--- src/rtl/core/bffa_pkg.sv ---
// Shared types and constants for the bitmap first-free allocator.
// Used by the channel interfaces, the map word unit, the register port and the top level.
// No dependencies.
`default_nettype none

package bffa_pkg;

  localparam int WORD_BITS = 128;
  localparam int BIT_W     = 7;
  localparam int NUM_W     = 14;
  localparam int STAT_W    = 2;
  localparam int CFG_AW    = 3;
  localparam int CFG_DW    = 32;

  localparam logic [NUM_W-1:0] ENTRIES_RST = 14'd8192;

  localparam logic REG_ENTRIES = 1'b0;

  localparam logic KIND_ALLOC   = 1'b0;
  localparam logic KIND_RELEASE = 1'b1;

  typedef enum logic [STAT_W-1:0] {
    STATUS_OK           = 2'd0,
    STATUS_FULL         = 2'd1,
    STATUS_ALREADY_FREE = 2'd2,
    STATUS_RANGE        = 2'd3
  } status_t;

  typedef enum logic {
    OP_FIND_SET = 1'b0,
    OP_CLEAR    = 1'b1
  } op_t;

  typedef struct packed {
    op_t              op;
    logic             tail_en;
    logic [BIT_W:0]   tail_cnt;
    logic [BIT_W-1:0] bit_sel;
  } unit_ctl_t;

  typedef struct packed {
    logic             found;
    logic [BIT_W-1:0] bit_idx;
    logic             bit_val;
  } unit_res_t;

  typedef struct packed {
    logic             wr;
    logic [NUM_W-1:0] entries;
  } cfg_evt_t;

endpackage

`default_nettype wire

--- src/rtl/core/bffa_apb_regs.sv ---
// APB-style configuration register holding the pool size.
// Depends on bffa_pkg; reports each pool write to the sequencer as an event.
`default_nettype none

module bffa_apb_regs (
  input  wire logic                         clk,
  input  wire logic                         rst_n,
  input  wire logic                         psel,
  input  wire logic                         penable,
  input  wire logic                         pwrite,
  input  wire logic [bffa_pkg::CFG_AW-1:0]  paddr,
  input  wire logic [bffa_pkg::CFG_DW-1:0]  pwdata,
  output      logic [bffa_pkg::CFG_DW-1:0]  prdata,
  output      logic                         pready,
  output      bffa_pkg::cfg_evt_t           evt
);

  logic [bffa_pkg::NUM_W-1:0] entries_r;
  logic [bffa_pkg::NUM_W-1:0] entries_nxt;
  logic                       hit;

  assign pready = 1'b1;
  assign hit    = psel && penable && pwrite && (paddr[2] == bffa_pkg::REG_ENTRIES);

  assign entries_nxt = hit ? pwdata[bffa_pkg::NUM_W-1:0] : entries_r;

  always_ff @(posedge clk) begin
    if (!rst_n) begin
      entries_r <= bffa_pkg::ENTRIES_RST;
    end else begin
      entries_r <= entries_nxt;
    end
  end

  assign evt.wr      = hit;
  assign evt.entries = pwdata[bffa_pkg::NUM_W-1:0];

  assign prdata = (paddr[2] == bffa_pkg::REG_ENTRIES)
                ? bffa_pkg::CFG_DW'(entries_r) : '0;

endmodule

`default_nettype wire

--- config.mk ---
export PLATFORM = sky130hd
export DESIGN_NAME = bffa_apb_regs
export DESIGN_NICKNAME = d
export VERILOG_FILES = /design/src/rtl/core/bffa_pkg.sv /design/src/rtl/core/bffa_apb_regs.sv
export SDC_FILE = /design/constraint.sdc
export NUM_CORES = 1
export LEC_CHECK = 0
export BUFFER_PORTS_ARGS = -buffer_cell sky130_fd_sc_hd__buf_2
export CORE_MARGIN = 3
export CORE_UTILIZATION = 36
export DETAILED_ROUTE_END_ITERATION = 8
export PLACE_DENSITY = 0.79
export RECOVER_POWER = 100
export SYNTH_ARGS = -nofsm -noshare
export SYNTH_HDL_FRONTEND = slang
export SYNTH_SLANG_ARGS = --single-unit
--- constraint.sdc ---
create_clock -name clk -period 1.1 [get_ports clk]
set_input_delay 0.165 -clock clk [delete_from_list [all_inputs] [get_ports clk]]
set_output_delay 0.165 -clock clk [all_outputs]
set_load 0.005 [all_outputs]
==> results.ini <==
[min_path]
hp-class=in -> reg
hold_end=entries_r[2]
hold_start=pwdata[2]
min_path_cells=3

[clocking]
cts_made_buffers=3
hold_buffers=0
clk_pin_slew_ns=0.08
clk_latency_ns=0.27
clk_path_buf_depth=2
cts_sinks=14
root_buffer=clkbuf_4
cts_tree=done
post_cts_buffers=0
htreeDepth=1

[logic_synthesis]
synth-edff-count=0
synth_adder_area_share_pct=0
synth_top_family_by_area=buffers and inverters
synth_mux_area_share_pct=14.8
synth-main-ff-cell=dfxtp_1
synth_compound_area_share_pct=0
yosysMostFrequentCell=buf_4
ys_top_cells_by_area=dfxtp_1 (30%), buf_4 (27%), mux2i_1 (15%), nand2_1 (10%), nor2b_1 (7.9%)
netlist_instances=113
synthSimpleGateAreaFrac_pct=23.0
ys_async_sr_fraction_pct=0
synth_top_area_share_pct=29.6
yosysWarnings=0
synth_xor_area_share_pct=0
syn_area_per_cell_um2=8.39
ys_seq_area_share_pct=29.6
synthTopCellsByCount=buf_4 (34), nand2_1 (26), dfxtp_1 (14), mux2i_1 (14), nor2b_1 (12)
netlist_area_um2=948
synth_seq_cells=14
yosysTopAreaCell=dfxtp_1
synth_cell_types=12

[route]
wl_per_cell_um=9.50
remaining_drc_errors=0
ant_nets=0
vias=710
drt-initial-drc-count=26
wl_um=1640
drt_first_pass_iters=3
drt-vias-per-instance=4.10

[global_route]
grt_first_pass_wirelength_um=2520
grt_pass1_vias=608
grt_max_degree=16
antenna_found_initial=0
grt_use_total_pct=9.80
grt_overflow=0

[finish]
finish.net_count=186
antenna_cells=0
largest_registers=entries_r x14
stdcell_count=173
area_delta_synth_final_pct=12.9
top_register=entries_r
drive_gt1_share_pct=37.9
largest_reg_flops=14
n_fill_cell=270
postLayoutCoreUtil_pct=45.4

[die]
placeableCoreArea_mm2=0.00236
start_util_pct=40.2
die_w_um=57.3
die_area_mm2=0.00329
die_y_um=57.3
placementRows=17
ios=88

[critical_path]
slowest_delay_ns=0.32
crit_required_ns=0.94
reg2reg_depth=2
r2r-start=entries_r[13]
start_kind=flop
crit_arrival_ns=0.89
crit_chain=and2b_2, buf_2
rrSetupSlack_ns=0.50
worstReg2RegEnd=entries_r[13]
cp_top_family=flip-flops
worstSetupPathType=reg -> out
end_kind=primary output
path_max_fanout=2
cp_num_buf_inv=1
slowest_stage=dfxtp_2

[outcome]
status=complete, no violations

[timing]
fmax_ghz=0.950
fin_crit_sh_pct=95.7
fin_skew_ns=0
finalHoldViolations=0
maxSlewViolCount=0
setup_violations=0
period_minus_slack_ns=1.05
hold_ws_ns=0.117
tns_ns=0

[place]
routabilityCongestion=0.689
port-buffer-count=48
placed_cells=169
dpl.hpwl_um=1350

[pwr]
power.density_mw_per_mm2=975
p_leak_nw=0.522
ir_drop_mv=0.568
total_power_mw=1.04

[flow_run]
maxCapViolations=0

## layer usage
layer	share of wire [%]	up-vias	track usage, %	wire length [um]
met4	0	0	4.97	0
li1	-	359	-	-
met1	38	311	9.41	621
met2	51	40	18.4	836
met5	0	-	0	0
met3	11	0	3.17	186
## report_power, final
part / internal (mW) / switching, mW
combinational: 0.0819 / 0.0870
clock: 0.201 / 0.152
sequential: 0.518 / 0.00444
## worst register-to-register path, stage by stage (launching register included)
cell and delay (ns):
dfxtp_2 0.32, nor2b_1 0.10, mux2i_1 0.07
## cell usage in the layout (no fill, tap or decap), types with 4 or more instances in the layout
cell type,instances
buf_2,35
nand2_1,26
conb_1,19
mux2i_1,14
nor2b_1,11
dfxtp_1,11
clkbuf_1,8
and2b_2,4
clkbuf_2,4
## through the flow
| stage | setup WS (ns) | cell area [um^2] |
|---|---|---|
| final | 0.0478 | 1070 |
| after global routing | -0.00651 | 1070 |
| after CTS | 0.0317 | 1070 |
| after detailed placement | 0.0657 | 1030 |
| after global placement | 0.0661 | 1030 |
| after floorplan | 0.165 | 1010 |
## repair_timing
item / in CTS / in global routing
gates resized for setup: 0 / 5
setup endpoints to repair: 0 / 4
endpoints found under the hold margin: 0 / 0
## worst max-delay path by stage
| stage | cells after the start | end | slack [ns] | startpoint |
|---|---|---|---|---|
| 4_1_cts | 2 | prdata[13] | 0.03 | entries_r[13] |
| 5_1_grt | 2 | prdata[0] | -0.007 | entries_r[0] |
| 3_5_place_dp | 4 | evt[14] | 0.07 | paddr[2] |
| 3_3_place_gp | 4 | evt[14] | 0.07 | paddr[2] |
| 6_report | 2 | prdata[0] | 0.05 | entries_r[0] |
| 2_1_floorplan | 4 | evt[14] | 0.16 | paddr[2] |
## layout make-up
| type | instances | area (um^2) | share of cell area, % |
|---|---|---|---|
| well taps | 28 | 35.0 | 3.27 |
| clock buffers | 4 | 36.3 | 3.39 |
| multi-input cells | 76 | 432 | 40.3 |
| repair buffers | 51 | 284 | 26.5 |
| flip-flops and latches | 14 | 284 | 26.5 |
## kinds of logic (layout without fill, tap and decap cells)
logic type             Yosys count  after routing
AND/OR/NAND/NOR                 43             43
buffers and inverters           40             55
multiplexers                    14             14
flip-flops                      14             14
other                            2             19
(Power assumes the default switching activity.)
