### src/rtl/core/bffa_pkg.sv
// Shared types and constants for the bitmap first-free allocator.
// Used by the channel interfaces, the map word unit, the register port and the top level.
// No dependencies.
`default_nettype none

package bffa_pkg;

  localparam int WORD_BITS = 128;
  localparam int BIT_W     = 7;
  localparam int NUM_W     = 14;
  localparam int STAT_W    = 2;
  localparam int CFG_AW    = 3;
  localparam int CFG_DW    = 32;

  localparam logic [NUM_W-1:0] ENTRIES_RST = 14'd8192;

  localparam logic REG_ENTRIES = 1'b0;

  localparam logic KIND_ALLOC   = 1'b0;
  localparam logic KIND_RELEASE = 1'b1;

  typedef enum logic [STAT_W-1:0] {
    STATUS_OK           = 2'd0,
    STATUS_FULL         = 2'd1,
    STATUS_ALREADY_FREE = 2'd2,
    STATUS_RANGE        = 2'd3
  } status_t;

  typedef enum logic {
    OP_FIND_SET = 1'b0,
    OP_CLEAR    = 1'b1
  } op_t;

  typedef struct packed {
    op_t              op;
    logic             tail_en;
    logic [BIT_W:0]   tail_cnt;
    logic [BIT_W-1:0] bit_sel;
  } unit_ctl_t;

  typedef struct packed {
    logic             found;
    logic [BIT_W-1:0] bit_idx;
    logic             bit_val;
  } unit_res_t;

  typedef struct packed {
    logic             wr;
    logic [NUM_W-1:0] entries;
  } cfg_evt_t;

endpackage

`default_nettype wire

### src/rtl/core/bffa_word_unit.sv
// Shared map word unit: finds the lowest free bit of a row, tests a bit, and
// builds the updated row. Depends on bffa_pkg.
`default_nettype none

module bffa_word_unit (
  input  wire logic [bffa_pkg::WORD_BITS-1:0] word,
  input  wire bffa_pkg::unit_ctl_t            ctl,
  output      bffa_pkg::unit_res_t            res,
  output      logic [bffa_pkg::WORD_BITS-1:0] new_word
);

  logic [bffa_pkg::WORD_BITS-1:0] used;
  logic [bffa_pkg::WORD_BITS-1:0] zeros;
  logic [bffa_pkg::WORD_BITS-1:0] lowest;
  logic [bffa_pkg::BIT_W-1:0]     idx;

  always_comb begin
    for (int b = 0; b < bffa_pkg::WORD_BITS; b++) begin
      used[b] = word[b] | (ctl.tail_en && ((bffa_pkg::BIT_W+1)'(b) >= ctl.tail_cnt));
    end
  end

  assign zeros  = ~used;
  assign lowest = zeros & (~zeros + 1'b1);

  always_comb begin
    idx = '0;
    for (int k = 0; k < bffa_pkg::BIT_W; k++) begin
      for (int b = 0; b < bffa_pkg::WORD_BITS; b++) begin
        idx[k] = idx[k] | (lowest[b] & (((b >> k) & 1) == 1));
      end
    end
  end

  always_comb begin
    res.found   = |zeros;
    res.bit_idx = idx;
    res.bit_val = word[ctl.bit_sel];
    unique case (ctl.op)
      bffa_pkg::OP_FIND_SET: new_word = word | lowest;
      bffa_pkg::OP_CLEAR:    new_word = word & ~(bffa_pkg::WORD_BITS'(1) << ctl.bit_sel);
      default:               new_word = word;
    endcase
  end

endmodule

`default_nettype wire

### config.mk
export PLATFORM = sky130hd
export DESIGN_NAME = bffa_word_unit
export DESIGN_NICKNAME = d
export VERILOG_FILES = /design/src/rtl/core/bffa_pkg.sv /design/src/rtl/core/bffa_word_unit.sv
export SDC_FILE = /design/constraint.sdc
export NUM_CORES = 1
export LEC_CHECK = 0
export ABC_CLOCK_PERIOD_IN_PS = 5500
export BUFFER_PORTS_ARGS = -buffer_cell sky130_fd_sc_hd__buf_4
export CORE_AREA = 3 3 171 173
export DETAILED_ROUTE_END_ITERATION = 6
export DIE_AREA = 0 0 174 176
export PLACE_DENSITY_LB_ADDON = 0.12
export SLEW_MARGIN = 10
export SYNTH_ARGS = -nofsm -noshare
export SYNTH_HDL_FRONTEND = slang
export SYNTH_SLANG_ARGS = --single-unit
### constraint.sdc
create_clock -name vclk -period 5.5
set_clock_uncertainty 0.1 [all_clocks]
set_input_delay 0.825 -clock vclk [all_inputs]
set_output_delay 0.825 -clock vclk [all_outputs]
set_load 0.02 [all_outputs]
==> results.md <==
- Status: complete, but fails checks
- Failing checks: design-rule violations, negative setup slack
- P&R area growth vs syn: 64.7%
- Vias: 16,600
- Top cell type's share of synthesized area: 0.132
- Mux share of post-synthesis cell area: 0.108
- Wire per inst: 33.9 um
- Compound-Gate Fraction of Synth Area: 0.395
- Final WS setup: -7.45 ps
- Mean Syn Cell Area: 6.52 um^2
- Fin crit period: 5510 ps
- Post-synthesis simple-gate area fraction: 0.424
- Layout net count: 2,101
- Pwr Density: 74.2 nW/um^2
- Synth cell types: 99
- Number of port buffers: 282
- Final instance area: 14,600 um^2
- Die height: 176 um
- Worst hold slack: 1880 ps
- Slew of the pin with the lowest slew margin: 875 ps
- Vias in the first global route: 15,500
- Final HPWL DP: 65.6 mm
- Max FO, Critical Path: 12
- Mapped Nets: 1,499
- Register area: 0 um^2
- Total track usage: 0.484
- Max-slew violations: 0
- Met1 track demand over resource: 0.611
- DR iter-0 viols: 3,492
- Final wirelength: 79.2 mm
- Sequential area share after synthesis: 0
- Rel. slew slack: 0.415
- DIE WIDTH: 174 um
- Initial Utilization: 0.318
- Hold Path Class: in2out
- Total grt overflow: 0
- Die area: 30,600 um^2
- Post-Synth XOR/XNOR Area: 0
- Fin. Hold Viols: 0
- Final Cycle Share: 1.00
- First-pass GRT wire length: 109 mm
- CP delay by family, top: simple AND/OR/NAND/NOR gates
- Max-cap violations: 0
- Synthesized area: 8830 um^2
- Drt first pass iters: 7
- Cts hold-fix bufs: 0
- Cells after Synth: 1,354
- Largest family of logic cells by synthesized area: simple AND/OR/NAND/NOR gates
- Post-synthesis adder-cell area fraction: 0
- CP cell instances: buf_4 > buf_12 > nand2_1 > buf_4 > a21oi_1 > a31oi_4 > buf_4 > buf_4 > and2_1 > nand3_2 > buf_4 > o21ai_0 > nor2_1 > nand4_1 > or4_1 > buf_4
- Yosys warnings: 0
- Largest stage delay, worst path: 520 ps
- Row cnt: 61
- Maximum vdd drop: 36.5 uV
- M3 GR Usage: 0.213
- Top Usage Layer GRT: met2
- CP Launch Type: input port
- Seq cells: 0
- DRC: 14
- Crit path buf inv count: 7
- Area leader, netlist: o21ai_0
- Final Setup Violations: 1
- WS Path Type: in2out
- CP Data Arrival Time: 4580 ps
- Leakage: 5.90 nW
- Hold Path Depth: 3
- Critical path endpoint category: primary output
- Placer Congestion: 1.16
- WP depth: 16
- Via density: 7.11
- Cell Area, Placed: 14,100 um^2
- Slowest-stage cell, CP: or4_1
- Fmax: 182 MHz
- Clock buffers: 0
- Pin count of the biggest net entering global routing: 62
- Post-route ant nets: 0
- Antenna violations before repair: 7
- Setup repair after global routing missed its margin: yes
- Largest cells by area after synthesis: o21ai_0 (13%), mux4_2 (11%), nand2_1 (6.1%), nand4_1 (5.2%), nand3_1 (4.2%)
- Critical Path RT: 4580 ps
- I/O pin cnt: 282
- Layout cell share with drive strength beyond 1: 0.431
- GRT met2 Usage: 0.674
- Core footprint: 27,800 um^2
- Most used cell, CP: buf_4
[metrics by stage]
stage	TNS, ps	power, mW	utilization	setup slack, ps	cells
6_report	-7.45	1.08	0.524	-7.45	2334
5_1_grt	-236	1.11	0.524	-75.8	2332
4_1_cts	0	1.01	0.510	2.12	2318
3_5_place_dp	-1130	1.00	0.508	-258	2316
3_3_place_gp	-2030	1.00	0.508	-575	2316
2_1_floorplan	0	0.464	-	537	1354
[logic make-up after synthesis]
group | after synthesis
and+or+nand+nor | 647
buffers and inverters | 128
AOI/OAI and AO/OA | 536
muxes | 43
[cell type report]
type	count	area (um^2)
fill	2910	13200
multi-input combinational	1226	8470
timing repair buffer	702	5500
tap	378	473
inverter	26	97.6
antenna	2	5.00
[per-layer routing]
metal | up-vias | part of all wire
li1 | 6676 | -
met1 | 7804 | 0.36
met2 | 1700 | 0.38
met3 | 416 | 0.17
met4 | 8 | 0.087
met5 | - | 0.00087
[layout by cell type (no fill, tap or decap), types with 25 or more instances in the layout]
| cell type | synthesis | layout |
|---|---|---|
| mux4_2 | 42 | 42 |
| a21oi_1 | 58 | 56 |
| nand4_1 | 74 | 74 |
| nor3_1 | 49 | 47 |
| nor2_1 | 81 | 81 |
| o21ai_0 | 233 | 230 |
| nand3_1 | 75 | 75 |
| nand2_1 | 143 | 140 |
| buf_4 | 11 | 681 |
| inv_1 | 25 | 25 |
| o31ai_1 | 32 | 31 |
[Yosys cell counts (all sizes together), types with 16 or more instances]
master	number
o21ai	239
nand2	145
nor2	82
nand3	78
nand4	78
buf	61
a21oi	60
nor3	52
mux4	42
clkbuf	41
nor4	38
o31ai	33
a31oi	28
a211oi	25
inv	25
nor2b	21
or3	19
and2	17
nor4b	16
[power breakdown]
part / internal, mW / switching, mW
registers: 0 / 0
clock network: 0.0000000153 / 0
logic: 0.438 / 0.642
[final timing paths]
path                  startpoint          end  slack, ps
worst min-delay path     word[7]  new_word[7]       1880
worst max-delay path      ctl[9]       res[3]         -7
[timing repair]
item | CTS | global route
gates cloned | 0 | 1
pin swaps | 3 | 10
endpoints found under the setup margin | 9 | 20
gates resized for setup | 6 | 46
buffers inserted | 2 | 13
Power figures use the tool's default switching activity.
